--- config.mk ---
export PLATFORM = sky130hd
export DESIGN_NAME = stepper_trapezoid_pulse_gen_flat
export DESIGN_NICKNAME = d
export VERILOG_FILES = /design/src/rtl/core/stpg_pkg.sv /design/src/rtl/core/stpg_if.sv /design/src/rtl/core/stepper_trapezoid_pulse_gen.sv /design/src/rtl/core/stpg_muldiv.sv /design/src/flat_wrapper.sv
export SDC_FILE = /design/constraint.sdc
export NUM_CORES = 2
export LEC_CHECK = 0
export BUFFER_PORTS_ARGS = -buffer_cell sky130_fd_sc_hd__buf_2
export CAP_MARGIN = 20
export CORE_UTILIZATION = 34
export DETAILED_ROUTE_END_ITERATION = 6
export PLACE_DENSITY = 0.58
export SKIP_LAST_GASP = 1
export SLEW_MARGIN = 25
export SYNTH_ARGS = -nofsm -noshare
export SYNTH_HDL_FRONTEND = slang
export SYNTH_SLANG_ARGS = --single-unit
--- constraint.sdc ---
create_clock -name clk -period 9.8 [get_ports clk]
set_input_delay 1.96 -clock clk [delete_from_list [all_inputs] [get_ports clk]]
set_output_delay 1.96 -clock clk [all_outputs]
set_load 0.1 [all_outputs]
--- src/rtl/core/stpg_pkg.sv ---
// Package for the stepper trapezoid pulse generator: field widths, operation and
// register codes, sequencer states and the structs between the top level and the
// shared multiply-divide unit. No dependencies.
package stpg_pkg;

	// Field and state widths.
	localparam int COUNT_BITS = 32;
	localparam int DELAY_BITS = 24;
	localparam int OUT_W      = 32;
	localparam int OP_W       = 3;
	localparam int IN_CNT_W   = 32;
	localparam int IN_DLY_W   = 24;
	localparam int RAMP_W     = 16;
	localparam int MULT_W     = 8;
	localparam int PW_W       = 10;
	localparam int STATUS_W   = 2;

	// Configuration port.
	localparam int CFG_IDX_W  = 3;
	localparam int CFG_DATA_W = 16;

	localparam logic [CFG_IDX_W-1:0] CFG_START_NUM  = 3'd0;
	localparam logic [CFG_IDX_W-1:0] CFG_START_DEN  = 3'd1;
	localparam logic [CFG_IDX_W-1:0] CFG_RAMP_LEN   = 3'd2;
	localparam logic [CFG_IDX_W-1:0] CFG_PULSE_W    = 3'd3;
	localparam logic [CFG_IDX_W-1:0] CFG_ACT_LEVEL  = 3'd4;

	// Configuration reset values.
	localparam logic [MULT_W-1:0] RST_START_NUM = 8'd3;
	localparam logic [MULT_W-1:0] RST_START_DEN = 8'd1;
	localparam logic [RAMP_W-1:0] RST_RAMP_LEN  = 16'd200;
	localparam logic [PW_W-1:0]   RST_PULSE_W   = 10'd5;

	// State reset values.
	localparam logic [DELAY_BITS-1:0] RST_NOM_DELAY = DELAY_BITS'(1000);
	localparam logic [OUT_W-1:0]      RST_DELAY     = OUT_W'(1000);

	// All ones step count: move with no deceleration ramp.
	localparam logic [COUNT_BITS-1:0] COUNT_ALL = '1;

	// Operation codes.
	localparam logic [OP_W-1:0] OP_TICK       = 3'd0;
	localparam logic [OP_W-1:0] OP_START_PROF = 3'd1;
	localparam logic [OP_W-1:0] OP_START_CONT = 3'd2;
	localparam logic [OP_W-1:0] OP_ARM_STOP   = 3'd3;
	localparam logic [OP_W-1:0] OP_STOP       = 3'd4;

	// Command status codes.
	typedef enum logic [STATUS_W-1:0] {
		CS_OK      = 2'd0,
		CS_BUSY    = 2'd1,
		CS_IGNORED = 2'd2
	} cmd_status_t;

	// Multiply-divide unit: floor(a * b / c).
	localparam int MD_A_W   = 32;
	localparam int MD_B_W   = 16;
	localparam int MD_P_W   = MD_A_W + MD_B_W;
	localparam int MD_CNT_W = $clog2(MD_P_W);

	typedef struct packed {
		logic              start;
		logic [MD_A_W-1:0] a;
		logic [MD_B_W-1:0] b;
		logic [MD_B_W-1:0] c;
	} md_req_t;

	typedef struct packed {
		logic              done;
		logic [MD_P_W-1:0] quo;
	} md_rsp_t;

	typedef enum logic [1:0] {
		MD_IDLE,
		MD_MUL,
		MD_DIV
	} md_state_t;

	// Top-level sequencer states.
	typedef enum logic [3:0] {
		ST_IDLE,
		ST_EXEC,
		ST_WAIT_START,
		ST_RC_ACC,
		ST_WAIT_ACC,
		ST_RC_REM,
		ST_WAIT_REM,
		ST_FINISH,
		ST_OUT
	} ctl_state_t;

endpackage

--- src/rtl/core/stpg_if.sv ---
// Handshake channel interfaces of the stepper trapezoid pulse generator:
// command input, result output and configuration write.
// Depends on stpg_pkg for the field widths.
interface stpg_cmd_if;
	import stpg_pkg::*;
	logic                valid;
	logic                ready;
	logic [OP_W-1:0]     op;
	logic [IN_CNT_W-1:0] step_count;
	logic [IN_DLY_W-1:0] delay_us;

	modport source (output valid, output op, output step_count, output delay_us,
		input ready);
	modport sink (input valid, input op, input step_count, input delay_us,
		output ready);
endinterface

interface stpg_res_if;
	import stpg_pkg::*;
	logic                valid;
	logic                ready;
	logic                step_pin;
	logic                running;
	logic                move_done;
	logic [STATUS_W-1:0] cmd_status;
	logic [OUT_W-1:0]    steps_done;
	logic [OUT_W-1:0]    delay_now;
	logic [OUT_W-1:0]    lifetime_steps;

	modport source (output valid, output step_pin, output running, output move_done,
		output cmd_status, output steps_done, output delay_now, output lifetime_steps,
		input ready);
	modport sink (input valid, input step_pin, input running, input move_done,
		input cmd_status, input steps_done, input delay_now, input lifetime_steps,
		output ready);
endinterface

interface stpg_cfg_if;
	import stpg_pkg::*;
	logic                  valid;
	logic                  ready;
	logic [CFG_IDX_W-1:0]  index;
	logic [CFG_DATA_W-1:0] data;

	modport source (output valid, output index, output data, input ready);
	modport sink (input valid, input index, input data, output ready);
endinterface

--- src/rtl/core/stepper_trapezoid_pulse_gen.sv ---
// Stepper trapezoid pulse generator, top level. A tick or a command that needs no
// ramp arithmetic passes the decode and output states before it loads the result
// register. Each ramp delay term is one pass through the shared multiply-divide
// unit: a step end adds up to two terms, a profiled start up to three. One item is
// in work at a time; the next is taken while a result waits. Reset (arst_n,
// asynchronous) sets the control, configuration and motion registers to their
// defaults at once.
module stepper_trapezoid_pulse_gen (
	input  logic clk,
	input  logic arst_n,
	stpg_cfg_if.sink   cfg,
	stpg_cmd_if.sink   cmd,
	stpg_res_if.source res
);
	import stpg_pkg::*;

	// Configuration registers.
	logic [MULT_W-1:0] start_num_q;
	logic [MULT_W-1:0] start_den_q;
	logic [RAMP_W-1:0] ramp_def_q;
	logic [PW_W-1:0]   pulse_w_q;
	logic              act_level_q;

	// Motion state.
	logic                  is_active_q;
	logic                  pulse_on_q;
	logic                  endless_q;
	logic [COUNT_BITS-1:0] target_q;
	logic [COUNT_BITS-1:0] done_steps_q;
	logic [DELAY_BITS-1:0] nominal_q;
	logic [OUT_W-1:0]      cur_delay_q;
	logic [OUT_W-1:0]      start_delay_q;
	logic [RAMP_W-1:0]     ramp_len_q;
	logic [OUT_W-1:0]      elapsed_q;
	logic [OUT_W-1:0]      total_q;
	logic [OUT_W-1:0]      tgt_q;
	cmd_status_t           status_q;
	logic                  move_done_q;

	// Held command.
	logic [OP_W-1:0]       op_q;
	logic [COUNT_BITS-1:0] cnt_in_q;
	logic [DELAY_BITS-1:0] dly_in_q;

	// Result register.
	logic                res_valid_q;
	logic                res_pin_q;
	logic                res_running_q;
	logic                res_done_q;
	logic [STATUS_W-1:0] res_status_q;
	logic [OUT_W-1:0]    res_steps_q;
	logic [OUT_W-1:0]    res_delay_q;
	logic [OUT_W-1:0]    res_total_q;

	ctl_state_t state_q, state_d;
	md_req_t    md_req;
	md_rsp_t    md_rsp;

	logic [DELAY_BITS-1:0] d_eff;
	logic [OUT_W-1:0]      d_ext;
	logic [MULT_W-1:0]     den_eff;
	logic [OUT_W-1:0]      elapsed_inc;
	logic [COUNT_BITS-1:0] done_inc;
	logic                  tick_start;
	logic                  tick_end;
	logic                  tick_finish;
	logic                  tick_recompute;
	logic [COUNT_BITS-1:0] half_n;
	logic [RAMP_W-1:0]     ramp_min;
	logic [RAMP_W-1:0]     ramp_set;
	logic [COUNT_BITS:0]   arm_sum;
	logic [COUNT_BITS-1:0] arm_target;
	logic [RAMP_W-1:0]     r_eff;
	logic [RAMP_W-1:0]     acc_prog;
	logic [COUNT_BITS-1:0] rem_full;
	logic [RAMP_W-1:0]     rem_prog;
	logic [OUT_W-1:0]      nom_ext;
	logic                  sd_above;
	logic [OUT_W-1:0]      delta;
	logic                  acc_trivial;
	logic                  rem_trivial;
	logic [OUT_W-1:0]      quo_sat;
	logic [OUT_W-1:0]      sd_fix;
	logic [OUT_W-1:0]      interp_val;
	logic                  res_load;

	stpg_muldiv u_muldiv (
		.clk    (clk),
		.arst_n (arst_n),
		.req    (md_req),
		.rsp    (md_rsp)
	);

	// Decode of the held command and of the current motion state.
	always_comb begin
		d_eff       = (dly_in_q == '0) ? DELAY_BITS'(1) : dly_in_q;
		d_ext       = OUT_W'(d_eff);
		den_eff     = (start_den_q == '0) ? MULT_W'(1) : start_den_q;
		elapsed_inc = (elapsed_q == '1) ? elapsed_q : elapsed_q + 1'b1;
		done_inc    = done_steps_q + 1'b1;
		tick_start  = is_active_q && !pulse_on_q && (elapsed_inc >= cur_delay_q);
		tick_end    = is_active_q && pulse_on_q && (elapsed_inc >= OUT_W'(pulse_w_q));
		tick_finish = tick_end && !endless_q && (done_inc >= target_q);
		tick_recompute = tick_end && !endless_q && (done_inc < target_q);

		// Ramp length from a step count: min(default, count / 2), at least one.
		half_n   = cnt_in_q >> 1;
		ramp_min = (half_n < COUNT_BITS'(ramp_def_q)) ? half_n[RAMP_W-1:0] : ramp_def_q;
		ramp_set = (ramp_min == '0) ? RAMP_W'(1) : ramp_min;

		// Armed target saturates at all ones.
		arm_sum    = {1'b0, done_steps_q} + {1'b0, cnt_in_q};
		arm_target = arm_sum[COUNT_BITS] ? COUNT_ALL : arm_sum[COUNT_BITS-1:0];

		// Progress into the acceleration and deceleration ramps.
		r_eff    = (ramp_len_q == '0) ? RAMP_W'(1) : ramp_len_q;
		acc_prog = (done_steps_q > COUNT_BITS'(r_eff)) ? r_eff : done_steps_q[RAMP_W-1:0];
		rem_full = (target_q > done_steps_q) ? target_q - done_steps_q : '0;
		rem_prog = (rem_full > COUNT_BITS'(r_eff)) ? r_eff : rem_full[RAMP_W-1:0];

		nom_ext     = OUT_W'(nominal_q);
		sd_above    = start_delay_q > nom_ext;
		delta       = start_delay_q - nom_ext;
		acc_trivial = (acc_prog >= r_eff) || !sd_above;
		rem_trivial = (rem_prog >= r_eff) || !sd_above;

		// Start delay: saturate the quotient, keep it above the nominal delay.
		quo_sat = (md_rsp.quo[MD_P_W-1:OUT_W] != '0) ? '1 : md_rsp.quo[OUT_W-1:0];
		if (quo_sat > nom_ext) begin
			sd_fix = quo_sat;
		end else if (nom_ext == '1) begin
			sd_fix = '1;
		end else begin
			sd_fix = nom_ext + 1'b1;
		end

		interp_val = start_delay_q - md_rsp.quo[OUT_W-1:0];
		res_load   = (state_q == ST_OUT) && (!res_valid_q || res.ready);
	end

	// Sequencer state register.
	always_ff @(posedge clk or negedge arst_n) begin
		if (!arst_n) begin
			state_q <= ST_IDLE;
		end else begin
			state_q <= state_d;
		end
	end

	// Next state and requests to the shared unit.
	always_comb begin
		state_d = state_q;
		md_req  = '0;
		case (state_q)
			ST_IDLE: begin
				if (cmd.valid) begin
					state_d = ST_EXEC;
				end
			end
			ST_EXEC: begin
				state_d = ST_OUT;
				case (op_q)
					OP_TICK: begin
						if (tick_recompute) begin
							state_d = ST_RC_ACC;
						end
					end
					OP_START_PROF: begin
						if (!is_active_q && cnt_in_q != '0) begin
							md_req.start = 1'b1;
							md_req.a     = MD_A_W'(d_eff);
							md_req.b     = MD_B_W'(start_num_q);
							md_req.c     = MD_B_W'(den_eff);
							state_d      = ST_WAIT_START;
						end
					end
					OP_ARM_STOP: begin
						if (is_active_q && cnt_in_q != '0) begin
							state_d = ST_RC_ACC;
						end
					end
					default: state_d = ST_OUT;
				endcase
			end
			ST_WAIT_START: begin
				if (md_rsp.done) begin
					state_d = ST_RC_ACC;
				end
			end
			ST_RC_ACC: begin
				md_req.a = delta;
				md_req.b = acc_prog;
				md_req.c = r_eff;
				if (acc_trivial) begin
					state_d = ST_RC_REM;
				end else begin
					md_req.start = 1'b1;
					state_d      = ST_WAIT_ACC;
				end
			end
			ST_WAIT_ACC: begin
				if (md_rsp.done) begin
					state_d = ST_RC_REM;
				end
			end
			ST_RC_REM: begin
				md_req.a = delta;
				md_req.b = rem_prog;
				md_req.c = r_eff;
				if (target_q == COUNT_ALL || rem_trivial) begin
					state_d = ST_FINISH;
				end else begin
					md_req.start = 1'b1;
					state_d      = ST_WAIT_REM;
				end
			end
			ST_WAIT_REM: begin
				if (md_rsp.done) begin
					state_d = ST_FINISH;
				end
			end
			ST_FINISH: state_d = ST_OUT;
			ST_OUT: begin
				if (!res_valid_q || res.ready) begin
					state_d = ST_IDLE;
				end
			end
			default: state_d = ST_IDLE;
		endcase
	end

	assign cmd.ready = (state_q == ST_IDLE);
	assign cfg.ready = 1'b1;

	// Configuration writes; unknown indexes are dropped.
	always_ff @(posedge clk or negedge arst_n) begin
		if (!arst_n) begin
			start_num_q <= RST_START_NUM;
			start_den_q <= RST_START_DEN;
			ramp_def_q  <= RST_RAMP_LEN;
			pulse_w_q   <= RST_PULSE_W;
			act_level_q <= 1'b1;
		end else if (cfg.valid) begin
			case (cfg.index)
				CFG_START_NUM: start_num_q <= cfg.data[MULT_W-1:0];
				CFG_START_DEN: start_den_q <= cfg.data[MULT_W-1:0];
				CFG_RAMP_LEN:  ramp_def_q  <= cfg.data[RAMP_W-1:0];
				CFG_PULSE_W:   pulse_w_q   <= cfg.data[PW_W-1:0];
				CFG_ACT_LEVEL: act_level_q <= cfg.data[0];
				default: ;
			endcase
		end
	end

	// Held command fields, cast to the working widths on transfer.
	always_ff @(posedge clk) begin
		if (cmd.valid && cmd.ready) begin
			op_q     <= cmd.op;
			cnt_in_q <= COUNT_BITS'(cmd.step_count);
			dly_in_q <= DELAY_BITS'(cmd.delay_us);
		end
	end

	// Motion state updates per sequencer step.
	always_ff @(posedge clk or negedge arst_n) begin
		if (!arst_n) begin
			is_active_q   <= 1'b0;
			pulse_on_q    <= 1'b0;
			endless_q     <= 1'b0;
			target_q      <= '0;
			done_steps_q  <= '0;
			nominal_q     <= RST_NOM_DELAY;
			cur_delay_q   <= RST_DELAY;
			start_delay_q <= RST_DELAY;
			ramp_len_q    <= RAMP_W'(1);
			elapsed_q     <= '0;
			total_q       <= '0;
			tgt_q         <= '0;
			status_q      <= CS_OK;
			move_done_q   <= 1'b0;
		end else begin
			case (state_q)
				ST_EXEC: begin
					status_q    <= CS_OK;
					move_done_q <= 1'b0;
					case (op_q)
						OP_TICK: begin
							if (is_active_q) begin
								elapsed_q <= tick_start ? '0 : elapsed_inc;
								if (tick_start) begin
									pulse_on_q <= 1'b1;
								end
								if (tick_end) begin
									pulse_on_q   <= 1'b0;
									done_steps_q <= done_inc;
									total_q      <= total_q + 1'b1;
								end
								if (tick_finish) begin
									is_active_q <= 1'b0;
									endless_q   <= 1'b0;
									move_done_q <= 1'b1;
								end
							end
						end
						OP_START_PROF: begin
							if (is_active_q) begin
								status_q <= CS_BUSY;
							end else if (cnt_in_q == '0) begin
								status_q <= CS_IGNORED;
							end else begin
								is_active_q  <= 1'b1;
								pulse_on_q   <= 1'b0;
								endless_q    <= 1'b0;
								target_q     <= cnt_in_q;
								done_steps_q <= '0;
								nominal_q    <= d_eff;
								cur_delay_q  <= d_ext;
								ramp_len_q   <= (cnt_in_q != COUNT_ALL) ? ramp_set : ramp_def_q;
								elapsed_q    <= '0;
							end
						end
						OP_START_CONT: begin
							if (is_active_q) begin
								status_q <= CS_BUSY;
							end else begin
								is_active_q   <= 1'b1;
								pulse_on_q    <= 1'b0;
								endless_q     <= 1'b1;
								target_q      <= '0;
								done_steps_q  <= '0;
								nominal_q     <= d_eff;
								cur_delay_q   <= d_ext;
								start_delay_q <= d_ext;
								ramp_len_q    <= '0;
								elapsed_q     <= '0;
							end
						end
						OP_ARM_STOP: begin
							if (!is_active_q) begin
								status_q <= CS_IGNORED;
							end else if (cnt_in_q == '0) begin
								is_active_q <= 1'b0;
								pulse_on_q  <= 1'b0;
								endless_q   <= 1'b0;
							end else begin
								target_q   <= arm_target;
								endless_q  <= 1'b0;
								ramp_len_q <= ramp_set;
							end
						end
						OP_STOP: begin
							is_active_q <= 1'b0;
							pulse_on_q  <= 1'b0;
							endless_q   <= 1'b0;
						end
						default: ;
					endcase
				end
				ST_WAIT_START: begin
					if (md_rsp.done) begin
						start_delay_q <= sd_fix;
					end
				end
				ST_RC_ACC: tgt_q <= nom_ext;
				ST_WAIT_ACC, ST_WAIT_REM: begin
					if (md_rsp.done && interp_val > tgt_q) begin
						tgt_q <= interp_val;
					end
				end
				ST_FINISH: cur_delay_q <= tgt_q;
				default: ;
			endcase
		end
	end

	// Result register: holds a finished result until its transfer.
	always_ff @(posedge clk or negedge arst_n) begin
		if (!arst_n) begin
			res_valid_q <= 1'b0;
		end else if (res_load) begin
			res_valid_q <= 1'b1;
		end else if (res.ready) begin
			res_valid_q <= 1'b0;
		end
	end

	always_ff @(posedge clk) begin
		if (res_load) begin
			res_pin_q     <= pulse_on_q ? act_level_q : ~act_level_q;
			res_running_q <= is_active_q;
			res_done_q    <= move_done_q;
			res_status_q  <= status_q;
			res_steps_q   <= OUT_W'(done_steps_q);
			res_delay_q   <= cur_delay_q;
			res_total_q   <= total_q;
		end
	end

	assign res.valid          = res_valid_q;
	assign res.step_pin       = res_pin_q;
	assign res.running        = res_running_q;
	assign res.move_done      = res_done_q;
	assign res.cmd_status     = res_status_q;
	assign res.steps_done     = res_steps_q;
	assign res.delay_now      = res_delay_q;
	assign res.lifetime_steps = res_total_q;

`ifndef SYNTHESIS
	// A pulse or a continuous run never exists without an active move.
	a_pulse_needs_active: assert property (@(posedge clk) disable iff (!arst_n)
		(pulse_on_q || endless_q) |-> is_active_q)
		else $error("pulse or endless mode set while no move is active");

	// The shared unit only completes while the sequencer waits for it.
	a_md_done_waited: assert property (@(posedge clk) disable iff (!arst_n)
		md_rsp.done |-> (state_q == ST_WAIT_START || state_q == ST_WAIT_ACC ||
			state_q == ST_WAIT_REM))
		else $error("multiply-divide result arrived outside a wait state");

	// An accepted command is decoded in the very next cycle.
	a_accept_exec: assert property (@(posedge clk) disable iff (!arst_n)
		(cmd.valid && cmd.ready) |=> state_q == ST_EXEC)
		else $error("accepted command not decoded next cycle");

	// A completed move always leaves the motion inactive.
	a_done_halts: assert property (@(posedge clk) disable iff (!arst_n)
		(state_q == ST_OUT && move_done_q) |-> !is_active_q)
		else $error("move reported done while still active");
`endif

endmodule

--- src/rtl/core/stpg_muldiv.sv ---
// Shared iterative multiply-divide unit: quotient of a * b / c, one multiplier bit
// per cycle followed by one quotient bit per cycle (restoring division).
// Depends on stpg_pkg for the request and response structs.
module stpg_muldiv (
	input  logic             clk,
	input  logic             arst_n,
	input  stpg_pkg::md_req_t req,
	output stpg_pkg::md_rsp_t rsp
);
	import stpg_pkg::*;

	md_state_t           state_q;
	logic [MD_CNT_W-1:0] cnt_q;
	logic [MD_P_W-1:0]   acc_q;
	logic [MD_P_W-1:0]   mcand_q;
	logic [MD_B_W-1:0]   mplier_q;
	logic [MD_B_W-1:0]   divisor_q;
	logic [MD_B_W-1:0]   rem_q;
	logic [MD_P_W-1:0]   dvd_q;
	logic                done_q;

	logic [MD_P_W-1:0]   acc_nxt;
	logic [MD_B_W:0]     trial;
	logic                trial_ge;
	logic [MD_B_W:0]     trial_sub;

	// Shift-and-add step and restoring division step.
	always_comb begin
		acc_nxt   = mplier_q[0] ? acc_q + mcand_q : acc_q;
		trial     = {rem_q, dvd_q[MD_P_W-1]};
		trial_ge  = trial >= {1'b0, divisor_q};
		trial_sub = trial - {1'b0, divisor_q};
	end

	// Control: iteration counter, phase and completion pulse.
	always_ff @(posedge clk or negedge arst_n) begin
		if (!arst_n) begin
			state_q <= MD_IDLE;
			cnt_q   <= '0;
			done_q  <= 1'b0;
		end else begin
			done_q <= 1'b0;
			case (state_q)
				MD_IDLE: begin
					if (req.start) begin
						state_q <= MD_MUL;
						cnt_q   <= '0;
					end
				end
				MD_MUL: begin
					if (cnt_q == MD_CNT_W'(MD_B_W - 1)) begin
						state_q <= MD_DIV;
						cnt_q   <= '0;
					end else begin
						cnt_q <= cnt_q + 1'b1;
					end
				end
				MD_DIV: begin
					if (cnt_q == MD_CNT_W'(MD_P_W - 1)) begin
						state_q <= MD_IDLE;
						done_q  <= 1'b1;
					end else begin
						cnt_q <= cnt_q + 1'b1;
					end
				end
				default: state_q <= MD_IDLE;
			endcase
		end
	end

	// Datapath: product accumulation, then the quotient shifts into the dividend.
	always_ff @(posedge clk) begin
		case (state_q)
			MD_IDLE: begin
				if (req.start) begin
					acc_q     <= '0;
					mcand_q   <= MD_P_W'(req.a);
					mplier_q  <= req.b;
					divisor_q <= req.c;
				end
			end
			MD_MUL: begin
				acc_q    <= acc_nxt;
				mcand_q  <= {mcand_q[MD_P_W-2:0], 1'b0};
				mplier_q <= {1'b0, mplier_q[MD_B_W-1:1]};
				if (cnt_q == MD_CNT_W'(MD_B_W - 1)) begin
					dvd_q <= acc_nxt;
					rem_q <= '0;
				end
			end
			MD_DIV: begin
				rem_q <= trial_ge ? trial_sub[MD_B_W-1:0] : trial[MD_B_W-1:0];
				dvd_q <= {dvd_q[MD_P_W-2:0], trial_ge};
			end
			default: ;
		endcase
	end

	assign rsp.done = done_q;
	assign rsp.quo  = dvd_q;

endmodule
--- src/flat_wrapper.sv ---
// flat-port wrapper written by rule: the top's interface ports become plain ports
module stepper_trapezoid_pulse_gen_flat import stpg_pkg::*;
  (clk, arst_n, cfg_valid, cfg_index, cfg_data, cfg_ready, cmd_valid, cmd_op, cmd_step_count, cmd_delay_us, cmd_ready, res_valid, res_step_pin, res_running, res_move_done, res_cmd_status, res_steps_done, res_delay_now, res_lifetime_steps, res_ready);
  stpg_cfg_if cfg_i ();
  stpg_cmd_if cmd_i ();
  stpg_res_if res_i ();
  input  logic clk;
  input  logic arst_n;
  input wire logic [$bits(cfg_i.valid)-1:0] cfg_valid;
  input wire logic [$bits(cfg_i.index)-1:0] cfg_index;
  input wire logic [$bits(cfg_i.data)-1:0] cfg_data;
  output wire logic [$bits(cfg_i.ready)-1:0] cfg_ready;
  input wire logic [$bits(cmd_i.valid)-1:0] cmd_valid;
  input wire logic [$bits(cmd_i.op)-1:0] cmd_op;
  input wire logic [$bits(cmd_i.step_count)-1:0] cmd_step_count;
  input wire logic [$bits(cmd_i.delay_us)-1:0] cmd_delay_us;
  output wire logic [$bits(cmd_i.ready)-1:0] cmd_ready;
  output wire logic [$bits(res_i.valid)-1:0] res_valid;
  output wire logic [$bits(res_i.step_pin)-1:0] res_step_pin;
  output wire logic [$bits(res_i.running)-1:0] res_running;
  output wire logic [$bits(res_i.move_done)-1:0] res_move_done;
  output wire logic [$bits(res_i.cmd_status)-1:0] res_cmd_status;
  output wire logic [$bits(res_i.steps_done)-1:0] res_steps_done;
  output wire logic [$bits(res_i.delay_now)-1:0] res_delay_now;
  output wire logic [$bits(res_i.lifetime_steps)-1:0] res_lifetime_steps;
  input wire logic [$bits(res_i.ready)-1:0] res_ready;
  assign cfg_i.valid = cfg_valid;
  assign cfg_i.index = cfg_index;
  assign cfg_i.data = cfg_data;
  assign cfg_ready = cfg_i.ready;
  assign cmd_i.valid = cmd_valid;
  assign cmd_i.op = cmd_op;
  assign cmd_i.step_count = cmd_step_count;
  assign cmd_i.delay_us = cmd_delay_us;
  assign cmd_ready = cmd_i.ready;
  assign res_valid = res_i.valid;
  assign res_step_pin = res_i.step_pin;
  assign res_running = res_i.running;
  assign res_move_done = res_i.move_done;
  assign res_cmd_status = res_i.cmd_status;
  assign res_steps_done = res_i.steps_done;
  assign res_delay_now = res_i.delay_now;
  assign res_lifetime_steps = res_i.lifetime_steps;
  assign res_i.ready = res_ready;
  stepper_trapezoid_pulse_gen u_core (.clk(clk), .arst_n(arst_n), .cfg(cfg_i), .cmd(cmd_i), .res(res_i));
endmodule
==> results.sh <==
export IMPL_hp_class="reg -> reg"
export IMPL_floorplan_initialDensity_pct=34.3
export IMPL_syn_area_sq_um=45100
export IMPL_startpoint_type="flop"
export IMPL_nets=5344
export IMPL_ctsRootBufferMaster="clkbuf_16"
export IMPL_path_clk_slew_ns=0.06
export IMPL_htree_levels=3
export IMPL_wl_um=151000
export IMPL_seq_area_frac_synth_pct=41.7
export IMPL_ctsHoldBuffers=0
export IMPL_timing_fmax_mhz=109
export IMPL_slew_viol_final=0
export IMPL_ctsLongestPathBuffers=3
export IMPL_die_area_sq_um=134000
export IMPL_numPortBuffers=185
export IMPL_top_regs="u_core.u_muldiv.acc_q (48), u_core.u_muldiv.dvd_q (48), u_core.u_muldiv.mcand_q (48)"
export IMPL_gp_congestion=0.948
export IMPL_gr_total_overflow=0
export IMPL_avgSynthCellArea_sq_um=9.57
export IMPL_ys_ff_latch=679
export IMPL_syn_num_nets=5198
export IMPL_reg2reg_depth=34
export IMPL_ys_flop_type="edfxtp_1"
export IMPL_critPathSlowestCell="or4b_1"
export IMPL_firstDrtPassIters=6
export IMPL_worstSetupPathDepth=34
export IMPL_synthCells=4708
export IMPL_cp_top_family="compound AO/OA/AOI/OAI gates"
export IMPL_async_reset_ff_share_pct=48.2
export IMPL_relSlewSlack_pct=22.7
export IMPL_crit_fanout=32
export IMPL_grt_pass1_wl_um=226000
export IMPL_ant_nets=0
export IMPL_worst_setup_path_end_kind="flop"
export IMPL_drt_iter0_drc=3194
export IMPL_cts_buffers=84
export IMPL_rsz0062_at_grt="false"
export IMPL_cts_setup_buffers=0
export IMPL_cts_tree="built"
export IMPL_period_needed_ns=9.19
export IMPL_grt_total_usage_pct=22.0
export IMPL_synth_edf_count=352
export IMPL_final_layout_size_suffix_gt1_share_pct=10.8
export IMPL_chipWidth_um=366
export IMPL_fp_coreArea_sq_um=131000
export IMPL_worstPathRequired_ns=10.17
export IMPL_worst_path_buf_inv=5
export IMPL_status="finished clean"
export IMPL_hold_viol=0
export IMPL_ctsResizeCount=0
export IMPL_max_vdd_ir_drop_mv=0.349
export IMPL_yosysUniqueCellTypes=92
export IMPL_dp_hpwl_um=114000
export IMPL_setup_viol=0
export IMPL_area_growth_syn_to_layout_pct=12.9
export IMPL_clk_latency_ns=0.69
export IMPL_placed_cell_area_sq_um=48000
export IMPL_criticalPathCategory="reg -> reg"
export IMPL_p_leak_nw=21.8
export IMPL_skew_ns=0.0240
export IMPL_drc=0
export IMPL_routedWlPerCell_um=22.6
export IMPL_grt_max_degree=153
export IMPL_antenna_found_initial=3
export IMPL_via_count=37056
export IMPL_holdPathStages=0
export IMPL_antenna_diode_count=0
export IMPL_yosysWarningCount=0
export IMPL_io_pins=187
export IMPL_vias_per_cell=5.55
export IMPL_crit_arrival_ns=9.56
export IMPL_crit_path_frequent_cell="buf_4"
export IMPL_fp_row_count=133
export IMPL_cts_sinks=679
export IMPL_worstMarginPinSlew_ns=1.15
export IMPL_critical_path_max_stage_delay_ns=0.61
export IMPL_period_share_pct=93.8
export IMPL_p_per_area_nw_per_um2=334
export IMPL_final_area_sq_um=50900
export IMPL_setup_tns_ns=0
export IMPL_drv_cap=0
export IMPL_grt_pass1_vias=36139
export IMPL_die_h_um=366
## kinds of logic after synthesis
group / Yosys count / share of synthesized area, %
muxes: 202 / 4.71
buffers and inverters: 512 / 4.44
and+or+nand+nor: 1410 / 15.3
AOI/OAI and AO/OA: 1224 / 17.2
xor gates and xnor gates: 273 / 5.31
DFF: 679 / 41.7
other: 1 / 0.00832
adders and majority gates: 407 / 11.4
## routing by layer
metal	part of all wire, %	up-vias	GRT usage [%]
li1	-	17473	-
met1	43	18160	28.8
met2	47	1157	36.7
met3	5.6	264	3.46
met4	3.7	2	7.76
met5	0.0086	-	0
## power breakdown
group	internal, mW	switching (mW)
sequential	4.17	0.832
clock	1.94	1.32
combinational	3.18	5.56
total	9.29	7.71
## path summary, 6_finish.rpt
kind | end | start | slack (ns)
worst max-delay path | u_core.u_muldiv.mplier_q[4]$_DFFE_PP_ | u_core.done_steps_q[3]$_DFFE_PN0P_ | 0.61
worst min-delay path | u_core.res.cmd_status[0]$_DFFE_PP_ | u_core.status_q[0]$_DFFE_PN0P_ | 0.45
worst max register to register | u_core.u_muldiv.mplier_q[4]$_DFFE_PP_ | u_core.done_steps_q[3]$_DFFE_PN0P_ | 0.61
worst min register to register | u_core.res.cmd_status[0]$_DFFE_PP_ | u_core.status_q[0]$_DFFE_PN0P_ | 0.45
max in group asynchronous | u_core.done_steps_q[19]$_DFFE_PN0P_ | arst_n | 7.17
min in group asynchronous | u_core.start_delay_q[12]$_DFFE_PN0P_ | arst_n | 1.19
## synth_stat cells (14+ instances only)
library cell	instances	area share, %
o31ai_1	41	0.68
buf_1	14	0.12
nand3_1	149	1.7
o22ai_1	19	0.26
and2_1	47	0.65
edfxtp_1	352	23
a211oi_1	29	0.48
nand4_1	100	1.4
dfstp_2	28	1.6
nand2b_1	72	1.0
o21ai_0	342	3.8
nor4_1	52	0.72
nand2_1	396	3.3
xnor2_1	182	3.5
o211ai_1	59	0.98
nor3_1	84	0.93
ha_1	401	11
buf_2	16	0.18
mux2i_1	123	2.7
xor2_1	91	1.8
nor2_1	325	2.7
o21bai_1	26	0.43
a22o_1	37	0.72
nor2b_1	45	0.62
and3_1	60	0.83
o21a_1	47	0.78
a21oi_1	271	3.0
a31oi_1	59	0.82
clkbuf_1	141	1.2
inv_1	328	2.7
dfrtp_1	299	17
a22oi_1	40	0.67
a21o_1	142	2.4
mux2_2	79	2.0
## placed cells by master (no fill, tap or decap), drive strengths merged, types with 60 or more instances in the layout
master    n
a21oi   272
xor2     91
nand3   150
mux2     79
ha      401
nand2b   72
nand2   396
clkbuf  120
mux2i   123
and3     60
edfxtp  352
xnor2   182
buf     242
inv     335
nand4   100
o21ai   355
dfrtp   299
a21o    142
nor2    329
nor3     85
## per-stage QoR
stage / total power, mW / setup slack [ns] / hold slack [ns] / utilization [%] / instances
final: 17.0 / 0.611 / 0.449 / 38.7 / 6680
after global routing: 18.2 / 0.000377 / 0.471 / 38.7 / 6680
after CTS: 17.0 / 0.676 / 0.453 / 38.7 / 6680
after detailed placement: 13.7 / 0.724 / 0.440 / 36.5 / 6523
after global placement: 13.6 / 0.795 / 0.440 / 36.5 / 6523
after floorplan: 11.2 / 0.946 / 0.423 / - / 4708
## area by class of cell
class                      count  area (sq um)
multi-input combinational   3517         24400
inverter                     330          1240
tap                         1755          2200
clock inverter                37           458
timing repair buffer         242          1410
clock buffer                 120          2380
fill                       13119         80600
sequential                   679         18800
Power figures use the tool's default switching activity.
